$ cat src/scp_pkg.sv
`timescale 1ns / 1ps

package scp_pkg;

   localparam int LINE_DEPTH        = 32;
   localparam int MAX_PAYLOAD_BYTES = 12;

   // Count and pointer hold values up to LINE_DEPTH itself.
   localparam int CNT_W  = $clog2(LINE_DEPTH + 1);
   localparam int ADDR_W = $clog2(LINE_DEPTH);
   localparam int PAY_W  = $clog2(MAX_PAYLOAD_BYTES + 1);
   localparam int CMP_W  = ((CNT_W > 8) ? CNT_W : 8) + 1;

   // The first bytes of the line are shadowed in registers for prefix matching.
   localparam int HEAD_DEPTH = 7;
   localparam int HEAD_W     = 3;

   localparam int SEND_FIRST_OFFSET  = 4;
   localparam int RADIO_FIRST_OFFSET = 16;
   localparam int RADIO_FIRST_DIGITS = 5;
   localparam int RADIO_SECOND_DIGITS = 3;

   localparam logic [7:0] CH_LF     = 8'h0A;
   localparam logic [7:0] CH_SEMI   = 8'h3B;
   localparam logic [7:0] CH_DOLLAR = 8'h24;
   localparam logic [7:0] CH_EQUAL  = 8'h3D;
   localparam logic [7:0] CH_0      = 8'h30;
   localparam logic [7:0] CH_1      = 8'h31;
   localparam logic [7:0] CH_3      = 8'h33;
   localparam logic [7:0] CH_9      = 8'h39;
   localparam logic [7:0] CH_A      = 8'h41;
   localparam logic [7:0] CH_F      = 8'h46;
   localparam logic [7:0] CH_I      = 8'h49;
   localparam logic [7:0] CH_M      = 8'h4D;
   localparam logic [7:0] CH_S      = 8'h53;
   localparam logic [7:0] CH_T      = 8'h54;
   localparam logic [7:0] CH_Z      = 8'h5A;

   typedef enum logic [1:0] {
      CMD_SEND    = 2'd0,
      CMD_VERSION = 2'd1,
      CMD_RADIO   = 2'd2,
      CMD_AT      = 2'd3
   } command_type;

   function automatic logic [7:0] hex_ascii(input logic [3:0] nibble);
      logic [7:0] code;
      if (nibble < 4'd10) begin
         code = CH_0 + {4'b0000, nibble};
      end else begin
         code = CH_A + {4'b0000, nibble} - 8'd10;
      end
      return code;
   endfunction

endpackage

$ cat src/serial_command_line_parser.sv
`timescale 1ns / 1ps

// Serial command line parser.
// The req channel takes one received serial byte per transfer. Ordinary bytes
// are stored once a capital letter has opened the line; the block stays ready.
// A newline or semicolon starts decoding: the S_MATCH state matches the stored
// line against the SFM, ATI13, AT$IF= and AT prefixes using a register copy
// of the first seven bytes. The rsp channel then carries the results from an
// output register. A sensor send gives two results per payload byte, up to
// twelve bytes, each byte taking one line store read (S_SFETCH, S_SHI) and then
// one result transfer per hex character (S_WHI, S_WLO). A radio config command
// reads its digits one at a time, a fetch and a use state per digit, through
// one shared multiply-by-ten unit. Version and AT commands offer their result
// once the S_MATCH state has decoded the terminated line.
// The block takes no byte while a line is being decoded or a result waits.
// A stalled receiver simply holds the block in its current result.
// Reset clears the state, the line count, the head copy, the line store valid
// bits and the output valid; the store reads as zeros until written.
module serial_command_line_parser
   import scp_pkg::*;
(
   input  logic        clock,
   input  logic        reset,
   input  logic        req_valid,
   output logic        req_ready,
   input  logic [7:0]  req_rx_byte,
   output logic        rsp_valid,
   input  logic        rsp_ready,
   output logic [1:0]  rsp_command,
   output logic [15:0] rsp_node_id,
   output logic [7:0]  rsp_cca_threshold,
   output logic [7:0]  rsp_tx_power,
   output logic [7:0]  rsp_hex_char,
   output logic        rsp_char_valid,
   output logic        rsp_last
);

   typedef enum logic [10:0] {
      S_IDLE    = 11'b00000000001,
      S_MATCH   = 11'b00000000010,
      S_SFETCH  = 11'b00000000100,
      S_SHI     = 11'b00000001000,
      S_WHI     = 11'b00000010000,
      S_WLO     = 11'b00000100000,
      S_P1FETCH = 11'b00001000000,
      S_P1USE   = 11'b00010000000,
      S_P2FETCH = 11'b00100000000,
      S_P2USE   = 11'b01000000000,
      S_WEND    = 11'b10000000000
   } state_type;

   state_type         state_ff, state_in;
   logic [CNT_W-1:0]  count_ff, count_in;
   logic [CNT_W-1:0]  ptr_ff, ptr_in;
   logic [CNT_W-1:0]  end_ptr_ff, end_ptr_in;
   logic [2:0]        digit_cnt_ff, digit_cnt_in;
   logic [7:0]        acc1_ff, acc1_in;
   logic [7:0]        acc2_ff, acc2_in;

   logic [7:0]        mem [LINE_DEPTH];
   logic [LINE_DEPTH-1:0] entry_valid_ff;
   logic [7:0]        head_ff [HEAD_DEPTH];
   logic [7:0]        rd_data_ff;
   logic              rd_ok_ff;

   logic              rsp_valid_ff, rsp_valid_in;
   command_type       rsp_command_ff, rsp_command_in;
   logic [15:0]       rsp_node_ff, rsp_node_in;
   logic [7:0]        rsp_cca_ff, rsp_cca_in;
   logic [7:0]        rsp_txp_ff, rsp_txp_in;
   logic [7:0]        rsp_hex_ff, rsp_hex_in;
   logic              rsp_cv_ff, rsp_cv_in;
   logic              rsp_last_ff, rsp_last_in;

   logic              req_fire;
   logic              is_term;
   logic              is_upper;
   logic              wr_en;
   logic              rd_en;
   logic [7:0]        rd_byte;
   logic              is_digit;
   logic [7:0]        acc_sel;
   logic [7:0]        acc_next;
   logic              m_sfm, m_ver, m_radio, m_at;
   logic [7:0]        plen;
   logic              send_short;
   logic [PAY_W-1:0]  send_bytes;
   logic [15:0]       node;

   assign req_ready = (state_ff == S_IDLE);
   assign req_fire  = req_valid && req_ready;
   assign is_term   = (req_rx_byte == CH_LF) || (req_rx_byte == CH_SEMI);
   assign is_upper  = (req_rx_byte >= CH_A) && (req_rx_byte <= CH_Z);

   always_comb begin
      wr_en = 1'b0;
      if (req_fire && (count_ff < CNT_W'(LINE_DEPTH))) begin
         if (is_term) begin
            wr_en = (count_ff != '0);
         end else begin
            wr_en = (count_ff != '0) || is_upper;
         end
      end
   end

   assign rd_en = (state_ff == S_SFETCH) || (state_ff == S_P1FETCH) ||
                  (state_ff == S_P2FETCH);

   // Unwritten entries and addresses past the store read as zero.
   assign rd_byte  = rd_ok_ff ? rd_data_ff : 8'd0;
   assign is_digit = (rd_byte >= CH_0) && (rd_byte <= CH_9);

   // Shared decimal accumulate unit: acc * 10 + digit, kept to eight bits.
   assign acc_sel  = (state_ff == S_P1USE) ? acc1_ff : acc2_ff;
   assign acc_next = 8'({acc_sel, 3'b000} + {2'b00, acc_sel, 1'b0}) + (rd_byte - CH_0);

   // Prefix matching on the shadowed head of the line.
   assign m_sfm   = (count_ff >= CNT_W'(3)) && (head_ff[0] == CH_S) &&
                    (head_ff[1] == CH_F) && (head_ff[2] == CH_M);
   assign m_ver   = (count_ff >= CNT_W'(5)) && (head_ff[0] == CH_A) &&
                    (head_ff[1] == CH_T) && (head_ff[2] == CH_I) &&
                    (head_ff[3] == CH_1) && (head_ff[4] == CH_3);
   assign m_radio = (count_ff >= CNT_W'(6)) && (head_ff[0] == CH_A) &&
                    (head_ff[1] == CH_T) && (head_ff[2] == CH_DOLLAR) &&
                    (head_ff[3] == CH_I) && (head_ff[4] == CH_F) &&
                    (head_ff[5] == CH_EQUAL);
   assign m_at    = (count_ff >= CNT_W'(2)) && (head_ff[0] == CH_A) &&
                    (head_ff[1] == CH_T);

   assign plen       = head_ff[3];
   assign send_short = (CMP_W'(plen) + CMP_W'(5)) > CMP_W'(count_ff);
   assign send_bytes = (plen < 8'(MAX_PAYLOAD_BYTES)) ? PAY_W'(plen)
                                                       : PAY_W'(MAX_PAYLOAD_BYTES);
   assign node       = {head_ff[5], head_ff[6]};

   always_comb begin
      state_in       = state_ff;
      count_in       = count_ff;
      ptr_in         = ptr_ff;
      end_ptr_in     = end_ptr_ff;
      digit_cnt_in   = digit_cnt_ff;
      acc1_in        = acc1_ff;
      acc2_in        = acc2_ff;
      rsp_valid_in   = rsp_valid_ff;
      rsp_command_in = rsp_command_ff;
      rsp_node_in    = rsp_node_ff;
      rsp_cca_in     = rsp_cca_ff;
      rsp_txp_in     = rsp_txp_ff;
      rsp_hex_in     = rsp_hex_ff;
      rsp_cv_in      = rsp_cv_ff;
      rsp_last_in    = rsp_last_ff;

      unique case (state_ff)
         S_IDLE: begin
            if (wr_en) begin
               count_in = count_ff + CNT_W'(1);
            end
            if (req_fire && is_term && (count_ff != '0)) begin
               state_in = S_MATCH;
            end
         end
         S_MATCH: begin
            count_in = '0;
            state_in = S_IDLE;
            priority if (m_sfm) begin
               if (send_short) begin
                  // Collection goes on with the terminator left in the line.
                  count_in = count_ff;
               end else if (send_bytes == '0) begin
                  rsp_valid_in   = 1'b1;
                  rsp_command_in = CMD_SEND;
                  rsp_node_in    = node;
                  rsp_cca_in     = 8'd0;
                  rsp_txp_in     = 8'd0;
                  rsp_hex_in     = 8'd0;
                  rsp_cv_in      = 1'b0;
                  rsp_last_in    = 1'b1;
                  state_in       = S_WEND;
               end else begin
                  ptr_in     = CNT_W'(SEND_FIRST_OFFSET);
                  end_ptr_in = CNT_W'(SEND_FIRST_OFFSET - 1) + CNT_W'(send_bytes);
                  state_in   = S_SFETCH;
               end
            end else if (m_ver) begin
               rsp_valid_in   = 1'b1;
               rsp_command_in = CMD_VERSION;
               rsp_node_in    = 16'd0;
               rsp_cca_in     = 8'd0;
               rsp_txp_in     = 8'd0;
               rsp_hex_in     = 8'd0;
               rsp_cv_in      = 1'b0;
               rsp_last_in    = 1'b1;
               state_in       = S_WEND;
            end else if (m_radio) begin
               ptr_in       = CNT_W'(RADIO_FIRST_OFFSET);
               digit_cnt_in = '0;
               acc1_in      = 8'd0;
               acc2_in      = 8'd0;
               state_in     = S_P1FETCH;
            end else if (m_at) begin
               rsp_valid_in   = 1'b1;
               rsp_command_in = CMD_AT;
               rsp_node_in    = 16'd0;
               rsp_cca_in     = 8'd0;
               rsp_txp_in     = 8'd0;
               rsp_hex_in     = 8'd0;
               rsp_cv_in      = 1'b0;
               rsp_last_in    = 1'b1;
               state_in       = S_WEND;
            end else begin
               state_in = S_IDLE;
            end
         end
         S_SFETCH: begin
            state_in = S_SHI;
         end
         S_SHI: begin
            rsp_valid_in   = 1'b1;
            rsp_command_in = CMD_SEND;
            rsp_node_in    = node;
            rsp_cca_in     = 8'd0;
            rsp_txp_in     = 8'd0;
            rsp_hex_in     = hex_ascii(rd_byte[7:4]);
            rsp_cv_in      = 1'b1;
            rsp_last_in    = 1'b0;
            state_in       = S_WHI;
         end
         S_WHI: begin
            if (rsp_ready) begin
               rsp_hex_in  = hex_ascii(rd_byte[3:0]);
               rsp_last_in = (ptr_ff == end_ptr_ff);
               state_in    = S_WLO;
            end
         end
         S_WLO: begin
            if (rsp_ready) begin
               rsp_valid_in = 1'b0;
               if (ptr_ff == end_ptr_ff) begin
                  state_in = S_IDLE;
               end else begin
                  ptr_in   = ptr_ff + CNT_W'(1);
                  state_in = S_SFETCH;
               end
            end
         end
         S_P1FETCH: begin
            state_in = S_P1USE;
         end
         S_P1USE: begin
            if (is_digit) begin
               acc1_in = acc_next;
               if (digit_cnt_ff == 3'(RADIO_FIRST_DIGITS - 1)) begin
                  // The second value starts two past the last digit, after one separator byte.
                  ptr_in       = ptr_ff + CNT_W'(2);
                  digit_cnt_in = '0;
                  state_in     = S_P2FETCH;
               end else begin
                  ptr_in       = ptr_ff + CNT_W'(1);
                  digit_cnt_in = digit_cnt_ff + 3'd1;
                  state_in     = S_P1FETCH;
               end
            end else begin
               ptr_in       = ptr_ff + CNT_W'(1);
               digit_cnt_in = '0;
               state_in     = S_P2FETCH;
            end
         end
         S_P2FETCH: begin
            state_in = S_P2USE;
         end
         S_P2USE: begin
            if (is_digit && (digit_cnt_ff != 3'(RADIO_SECOND_DIGITS - 1))) begin
               acc2_in      = acc_next;
               ptr_in       = ptr_ff + CNT_W'(1);
               digit_cnt_in = digit_cnt_ff + 3'd1;
               state_in     = S_P2FETCH;
            end else begin
               rsp_valid_in   = 1'b1;
               rsp_command_in = CMD_RADIO;
               rsp_node_in    = 16'd0;
               rsp_cca_in     = acc1_ff;
               rsp_txp_in     = is_digit ? acc_next : acc2_ff;
               rsp_hex_in     = 8'd0;
               rsp_cv_in      = 1'b0;
               rsp_last_in    = 1'b1;
               state_in       = S_WEND;
            end
         end
         S_WEND: begin
            if (rsp_ready) begin
               rsp_valid_in = 1'b0;
               state_in     = S_IDLE;
            end
         end
         default: begin
            state_in = S_IDLE;
         end
      endcase
   end

   always_ff @(posedge clock) begin
      if (reset) begin
         state_ff       <= S_IDLE;
         count_ff       <= '0;
         rsp_valid_ff   <= 1'b0;
         entry_valid_ff <= '0;
         for (int i = 0; i < HEAD_DEPTH; i++) begin
            head_ff[i] <= 8'd0;
         end
      end else begin
         state_ff     <= state_in;
         count_ff     <= count_in;
         rsp_valid_ff <= rsp_valid_in;
         if (wr_en) begin
            entry_valid_ff[count_ff[ADDR_W-1:0]] <= 1'b1;
            if (count_ff < CNT_W'(HEAD_DEPTH)) begin
               head_ff[count_ff[HEAD_W-1:0]] <= req_rx_byte;
            end
         end
      end
   end

   always_ff @(posedge clock) begin
      ptr_ff         <= ptr_in;
      end_ptr_ff     <= end_ptr_in;
      digit_cnt_ff   <= digit_cnt_in;
      acc1_ff        <= acc1_in;
      acc2_ff        <= acc2_in;
      rsp_command_ff <= rsp_command_in;
      rsp_node_ff    <= rsp_node_in;
      rsp_cca_ff     <= rsp_cca_in;
      rsp_txp_ff     <= rsp_txp_in;
      rsp_hex_ff     <= rsp_hex_in;
      rsp_cv_ff      <= rsp_cv_in;
      rsp_last_ff    <= rsp_last_in;
   end

   // Line store: one write port in the idle state, one registered read port.
   always_ff @(posedge clock) begin
      if (wr_en) begin
         mem[count_ff[ADDR_W-1:0]] <= req_rx_byte;
      end
      if (rd_en) begin
         rd_data_ff <= mem[ptr_ff[ADDR_W-1:0]];
         rd_ok_ff   <= (ptr_ff < CNT_W'(LINE_DEPTH)) &&
                       entry_valid_ff[ptr_ff[ADDR_W-1:0]];
      end
   end

   assign rsp_valid         = rsp_valid_ff;
   assign rsp_command       = rsp_command_ff;
   assign rsp_node_id       = rsp_node_ff;
   assign rsp_cca_threshold = rsp_cca_ff;
   assign rsp_tx_power      = rsp_txp_ff;
   assign rsp_hex_char      = rsp_hex_ff;
   assign rsp_char_valid    = rsp_cv_ff;
   assign rsp_last          = rsp_last_ff;

endmodule

$ cat config.mk
export PLATFORM = sky130hd
export DESIGN_NAME = serial_command_line_parser
export DESIGN_NICKNAME = d
export VERILOG_FILES = /design/src/scp_pkg.sv /design/src/serial_command_line_parser.sv
export SDC_FILE = /design/constraint.sdc
export NUM_CORES = 1
export LEC_CHECK = 0
export ABC_AREA = 1
export ABC_CLOCK_PERIOD_IN_PS = 4880
export BUFFER_PORTS_ARGS = -buffer_cell sky130_fd_sc_hd__buf_2
export CAP_MARGIN = 10
export CORE_UTILIZATION = 50
export CTS_BUF_LIST = sky130_fd_sc_hd__clkbuf_4 sky130_fd_sc_hd__clkbuf_8
export CTS_CLUSTER_DIAMETER = 150
export DETAILED_ROUTE_END_ITERATION = 10
export PLACE_DENSITY_LB_ADDON = 0.12
export SLEW_MARGIN = 20
export SYNTH_ARGS = -nofsm -noshare
export SYNTH_HDL_FRONTEND = slang
export SYNTH_SLANG_ARGS = --single-unit
$ cat constraint.sdc
create_clock -name clock -period 4.88 [get_ports clock]
set_clock_uncertainty 0.05 [all_clocks]
set_input_delay 0.488 -clock clock [delete_from_list [all_inputs] [get_ports clock]]
set_output_delay 0.488 -clock clock [all_outputs]
set_load 0.03 [all_outputs]
Word-level counts from Yosys, hierarchy flattened
Memories as Yosys holds them, arrays and structs flattened. A register that Yosys moved wholly into a read port is not among the register bits. Cells that the tools add are included.

Memories kept: 2. Word-level logic and storage cells: 269. Bits in latches: 0. Output and inout port bits: 46. Bits in writable memories: 312. Register bits: 126. ROM bits: 0.

Memories: mem (depth 32, width 8, read ports 1, clocked after Yosys merged registers in 1, write ports 1, line serial_command_line_parser.sv:60) `logic [7:0] mem [LINE_DEPTH];`; head_ff (depth 7, width 8, read ports 7, clocked after Yosys merged registers in 0, write ports 7, line serial_command_line_parser.sv:62) `logic [7:0] head_ff [HEAD_DEPTH];`.

Mux-type cells: 115. Div/mod/pow operators: 0. Multiply operators: 0. Equal/unequal tests: 48. Shift operators: 0. Bitwise operators: 3. Add/subtract/negate cells: 15. Reduce and logical (&&, ||, !) cells: 51. $lt $le $gt $ge: 18.

Operator list (count): $mux 8 (20); $mux 11 (12); $pmux 11 s11 (1); $mux 16 (7); $mux 6 (13); $eq 8x7->1 const B (8); $pmux 16 s3 (1); $pmux 8 s3 (2); $eq 8x6->1 const B (5); $or 32x32->32 (1); $pmux 8 s2 (2); $pmux 8 s4 (1); $mux 1 (29); $logic_and 1x1->1 (25); $mux 3 (8); $pmux 6 s4 (1); $ne 2x2->1 const B (10); $add 7x4->8 const A (2); $add 8x8->8 (2); $sub 8x4->8 const B (2); $ne 3x3->1 const B (5); $reduce_and 5->1 (3); $add 6x4->7 const A (2); $mux 2 (7); 60 further kinds (81).

Depth between registers and ports, before layout
An unclocked memory read counts as a cell.

Depth in word-level cells: 12. Mapped depth: 23.

Worst setup path after synthesis
No wires, ideal clock.

Path kind: register to register. Start point: reg state_ff[2]. End point: reg acc1_ff[7] (data pin). Stages on the path, launching flop included: 20. Required time: 4.564 ns. Buffers on the path: 2. Slack: 0.947 ns. Setup time: 0.266 ns. Arrival time: 3.618 ns. Period minus slack after synthesis: 3.933 ns. Path through: dfxtp_1 > nor2_1 > nand2_1 > nor2_1 > nand2_1 > clkbuf_1 > clkbuf_1 > o21ai_0 > fa_1 > ha_1 > ha_1 > inv_1 > fa_1 > o21ai_0 > xnor2_1 > xor2_1 > inv_1 > nand2_1 > and2_1 > nor2_1.

Longest elaborated chain between the ends: 6. Elaborated cells on any way between the ends: 7.

Ends and longest elaborated chain: start: declaration (line serial_command_line_parser.sv:52) `state_type state_ff, state_in;`; start signal: assignment (line serial_command_line_parser.sv:311) `state_ff <= state_in;`; $eq 11x8->1 (line serial_command_line_parser.sv:114, serial_command_line_parser.sv:153); $mux 7 (line serial_command_line_parser.sv:114) `assign acc_sel = (state_ff == S_P1USE) ? acc1_ff : acc2_ff;`; $add 8x8->8 (2 in series) (line serial_command_line_parser.sv:115) `assign acc_next = 8'({acc_sel, 3'b000} + {2'b00, acc_sel, 1'b0}) + (rd_byte - CH_0);`; $mux 8 (line serial_command_line_parser.sv:250) `if (is_digit) begin`; $pmux 8 s2 * (line serial_command_line_parser.sv:153) `unique case (state_ff)`; end signal: assignment (line serial_command_line_parser.sv:327) `acc1_ff <= acc1_in;`; end: declaration (line serial_command_line_parser.sv:57) `logic [7:0] acc1_ff, acc1_in;`.

Every way passes the cells marked *; elsewhere a longest branch is shown, timed or not. The select of a mux whose other input is x is not followed. A chain may end at the register's enable or synchronous reset.

Worst setup path after layout
Start point: reg state_ff[2]. End point: reg acc2_ff[7] (data pin).

Longest elaborated chain between the ends: 6. Elaborated cells on any way between the ends: 8.

Ends and longest elaborated chain: $eq 11x8->1 (line serial_command_line_parser.sv:114); $mux 7 (line serial_command_line_parser.sv:114); $add 8x8->8 (2 in series) (line serial_command_line_parser.sv:115); $mux 8 (line serial_command_line_parser.sv:272) `if (is_digit && (digit_cnt_ff != 3'(RADIO_SECOND_DIGITS - 1))) begin`; $pmux 8 s2 * (line serial_command_line_parser.sv:153); end signal: assignment (line serial_command_line_parser.sv:328) `acc2_ff <= acc2_in;`; end: declaration (line serial_command_line_parser.sv:58) `logic [7:0] acc2_ff, acc2_in;`.

Marks and branches as above.

==> PnR_summary.wiki <==
{| class="wikitable"
! Metric !! Value
|-
| Run status || completed
|-
| Synth-to-layout area growth || 11.7%
|-
| Number of buffers inserted by port buffering || 56
|-
| Die Footprint || 40000 sq um
|-
| Clock root buffer || sky130_fd_sc_hd__clkbuf_8
|-
| Worst Min Path Start || req_rx_byte[6]
|-
| Total of flip-flops plus latches after synthesis || 444
|-
| Hold Slack || 0.179 ns
|-
| DPL Wire Length || 31700 um
|-
| Maximum level of the CTS H-tree || 3
|-
| Height of the die || 200 um
|-
| Residual DRC || 0
|-
| Clock transition at the registers of the reported paths || 0.06 ns
|-
| Fraction of layout cells with a size suffix above 1 || 0.116
|-
| Minimum clock period after layout || 4.33 ns
|-
| Post-synth ARST share || 0
|-
| Sort of element at the end of the critical path || register
|-
| Number of global-route vias before repair || 13600
|-
| Synthesized instance count || 1879
|-
| Worst path most repeated cell || sky130_fd_sc_hd__nor2_1
|-
| Seq/Total Area, Yosys || 0.650
|-
| Antenna diode count || 0
|-
| Number of antenna violations at the first check in global routing || 0
|-
| Launching point of the worst reg2reg path || state_ff[2]
|-
| Initial Utilization || 0.508
|-
| Floorplan row count || 72
|-
| Dominant synthesized flop cell || sky130_fd_sc_hd__edfxtp_1
|-
| Max-slew headroom at the worst pin || 0.303
|-
| Count of endpoints failing hold in the final timing report || 0
|-
| Number of buffers inserted for hold repair after clock tree synthesis || 0
|-
| Mean routed wirelength per cell || 19.8 um
|-
| Clock Path Buffers || 3
|-
| Maximum fanout along the worst path || 12
|-
| Global placement routability congestion || 0.888
|-
| Dominant cell type by area after synthesis || sky130_fd_sc_hd__edfxtp_1
|-
| Crit path launch type || register
|-
| Post-synthesis area per instance || 10.4 sq um
|-
| Area inside the core boundary || 38600 sq um
|-
| Final Cycle Share || 0.888
|-
| Via count of the routed design || 13900
|-
| Type of the worst min-delay path || in2reg
|-
| First-pass GRT wire length || 77700 um
|-
| Ys Warns || 0
|-
| DR iter-0 viols || 1186
|-
| Worst path required time || 5.19 ns
|-
| Timing-limited maximum frequency || 231 MHz
|-
| Number of flops mapped to enable cells by yosys || 386
|-
| Count of antenna-violating nets left after detailed routing || 0
|-
| Transition at the pin with the smallest max-transition slack || 1.04 ns
|-
| Filler Cell Count || 3365
|-
| Type of the setup path with the least slack || reg2reg
|-
| Clock tree from TritonCTS || built
|-
| Clock network latency to the later pin of the worst-skew pair || 0.63 ns
|-
| Unrepaired setup endpoints after global routing || false
|-
| # Max-Cap Violations || 0
|-
| Design Power || 7.69 mW
|-
| Via density per instance || 5.49
|-
| Stage delay of the slowest cell on the critical path || 0.52 ns
|-
| Net count of the mapped netlist || 1930
|-
| Slowest library cell on the worst path || sky130_fd_sc_hd__fa_1
|-
| Leading cell types by total area after synthesis || sky130_fd_sc_hd__edfxtp_1, sky130_fd_sc_hd__nor2_1, sky130_fd_sc_hd__dfxtp_1
|-
| Count of nets after finishing || 1999
|-
| Count of cell types in the netlist || 50
|-
| Post_cts resized || 0
|-
| Routed WL || 50000 um
|-
| Synth Cell Area || 19600 sq um
|-
| CP cell instances || nor2_1, nand2_1, nor2_1, nand2_1, inv_1, nor2_1, a21oi_1, inv_1, ha_1, fa_1, fa_1, o21ai_0, xnor2_1, xor2_1, inv_1, nand2_1, and2_1, nor2_1
|-
| Overall die width || 200 um
|-
| Overflow left after global routing || 0
|-
| Pins over their slew limit || 0
|-
| Count of boundary I/O pins || 58
|-
| Global-route total usage across every layer || 0.253
|-
| Sum Neg Setup Slack || 0 ns
|-
| Critical path arrival || 4.64 ns
|-
| Setup Viol. Count Final || 0
|-
| Maximum number of pins on one net before global-route repair || 151
|-
| Largest voltage drop on the vdd net || 0.201 mV
|-
| Critical path startpoint || state_ff[2]
|-
| Number of buffers added for setup after CTS || 0
|-
| Yosys top cell area share || 0.591
|-
| Clock sinks || 444
|-
| Num CTS Buffers || 74
|-
| Cell leakage power || 8.42 nW
|-
| First drt pass iteration count || 7
|-
| P per Cell Area || 351 nW/um^2
|}
-- metrics by stage --
stage,cells,util,instance area (sq um),setup WS [ns]
2_1_floorplan,1879,-,19600,0.947
3_3_place_gp,2390,0.528,20400,0.760
3_5_place_dp,2390,0.528,20400,0.620
4_1_cts,2526,0.567,21900,0.604
5_1_grt,2526,0.567,21900,0.180
6_report,2526,0.567,21900,0.546
-- path summary, 6_finish.rpt --
check	cells past startpoint	end	slack [ns]
max	18	acc2_ff[7]	0.55
min	3	head_ff[4][6]	0.18
max reg2reg	18	acc2_ff[7]	0.55
min reg2reg	2	entry_valid_ff[25]	0.41
-- cell type report --
| cell class | count | area [sq um] | share of cell area |
|---|---|---|---|
| flip-flops and latches | 444 | 12800 | 0.582 |
| multi-input cells | 1137 | 5730 | 0.261 |
| clock buffers | 113 | 1340 | 0.0613 |
| inverters | 217 | 816 | 0.0372 |
| well taps | 518 | 648 | 0.0296 |
| repair buffers | 74 | 453 | 0.0207 |
| clock inverters | 23 | 176 | 0.00805 |
-- kinds of logic (layout without fill, tap and decap cells) --
logic type	count (synthesis)	count (layout)	synth area share
and+or+nand+nor	743	743	0.160
DFF	444	444	0.650
AOI/OAI and AO/OA	334	334	0.0955
buffers and inverters	298	427	0.0588
adders and majority gates	39	39	0.0268
xor gates and xnor gates	20	20	0.00893
other	1	1	0.000191
-- power by group --
group | switching [mW] | internal, mW
logic | 0.138 | 0.0348
registers | 0.0137 | 4.13
clock network | 1.50 | 1.87
-- layer usage --
layer | global-route usage | part of all wire
met3 | 0.0441 | 0.072
met5 | 0 | 0
met4 | 0.0766 | 0.018
met2 | 0.405 | 0.47
met1 | 0.353 | 0.44
-- flip-flops by register name, indices dropped and copies added, names as in the netlist, 2 cells and up --
register / flops
ptr_ff: 6
rsp_command: 2
head_ff: 56
rd_data_ff: 8
entry_valid_ff: 32
acc2_ff: 8
rsp_tx_power: 8
mem: 256
rsp_node_id: 16
acc1_ff: 8
state_ff: 11
count_ff: 6
digit_cnt_ff: 3
rsp_cca_threshold: 8
rsp_hex_char: 7
end_ptr_ff: 5
-- layout by cell type, fill, tap and decap left out, types with 4 or more instances in the layout --
cell type	synthesis	final
sky130_fd_sc_hd__inv_1	210	209
sky130_fd_sc_hd__clkbuf_8	0	79
sky130_fd_sc_hd__fa_1	5	5
sky130_fd_sc_hd__clkbuf_4	1	34
sky130_fd_sc_hd__o21ai_1	6	6
sky130_fd_sc_hd__clkinv_1	5	13
sky130_fd_sc_hd__xor2_1	13	13
sky130_fd_sc_hd__o221ai_1	24	24
sky130_fd_sc_hd__dfxtp_1	58	58
sky130_fd_sc_hd__nand2_2	6	6
sky130_fd_sc_hd__o21ai_0	183	183
sky130_fd_sc_hd__nand4_1	25	25
sky130_fd_sc_hd__buf_4	1	15
sky130_fd_sc_hd__ha_1	34	34
sky130_fd_sc_hd__o22ai_1	46	46
sky130_fd_sc_hd__a21oi_1	56	56
sky130_fd_sc_hd__nand3_1	63	63
sky130_fd_sc_hd__nor2_1	353	351
sky130_fd_sc_hd__clkinv_2	0	9
sky130_fd_sc_hd__nand2_1	253	253
sky130_fd_sc_hd__o211ai_1	11	11
sky130_fd_sc_hd__nor3_1	19	19
sky130_fd_sc_hd__edfxtp_1	386	386
sky130_fd_sc_hd__nor2_4	3	4
sky130_fd_sc_hd__xnor2_1	7	7
sky130_fd_sc_hd__buf_2	10	56
-- worst max-delay path: cells and delay by family (launching register included) --
family | cells | cell delay, ns
AO/OA/AOI/OAI | 2 | 0.42
XOR/XNOR | 2 | 0.38
adder cells (fa/ha/maj) | 3 | 1.30
buffers and inverters | 3 | 0.46
flip-flops | 1 | 0.34
AND/OR/NAND/NOR | 8 | 1.12
-- cells in the mapped netlist, drive strengths merged, types with 20 or more instances --
| cell | count |
|---|---|
| ha | 34 |
| nor3 | 23 |
| o22ai | 46 |
| inv | 212 |
| a21oi | 57 |
| edfxtp | 386 |
| nand3 | 66 |
| buf | 20 |
| o21ai | 189 |
| nor2 | 356 |
| o221ai | 24 |
| nand4 | 30 |
| dfxtp | 58 |
| nand2 | 260 |
| clkbuf | 61 |
Power figures use the tool's default switching activity.
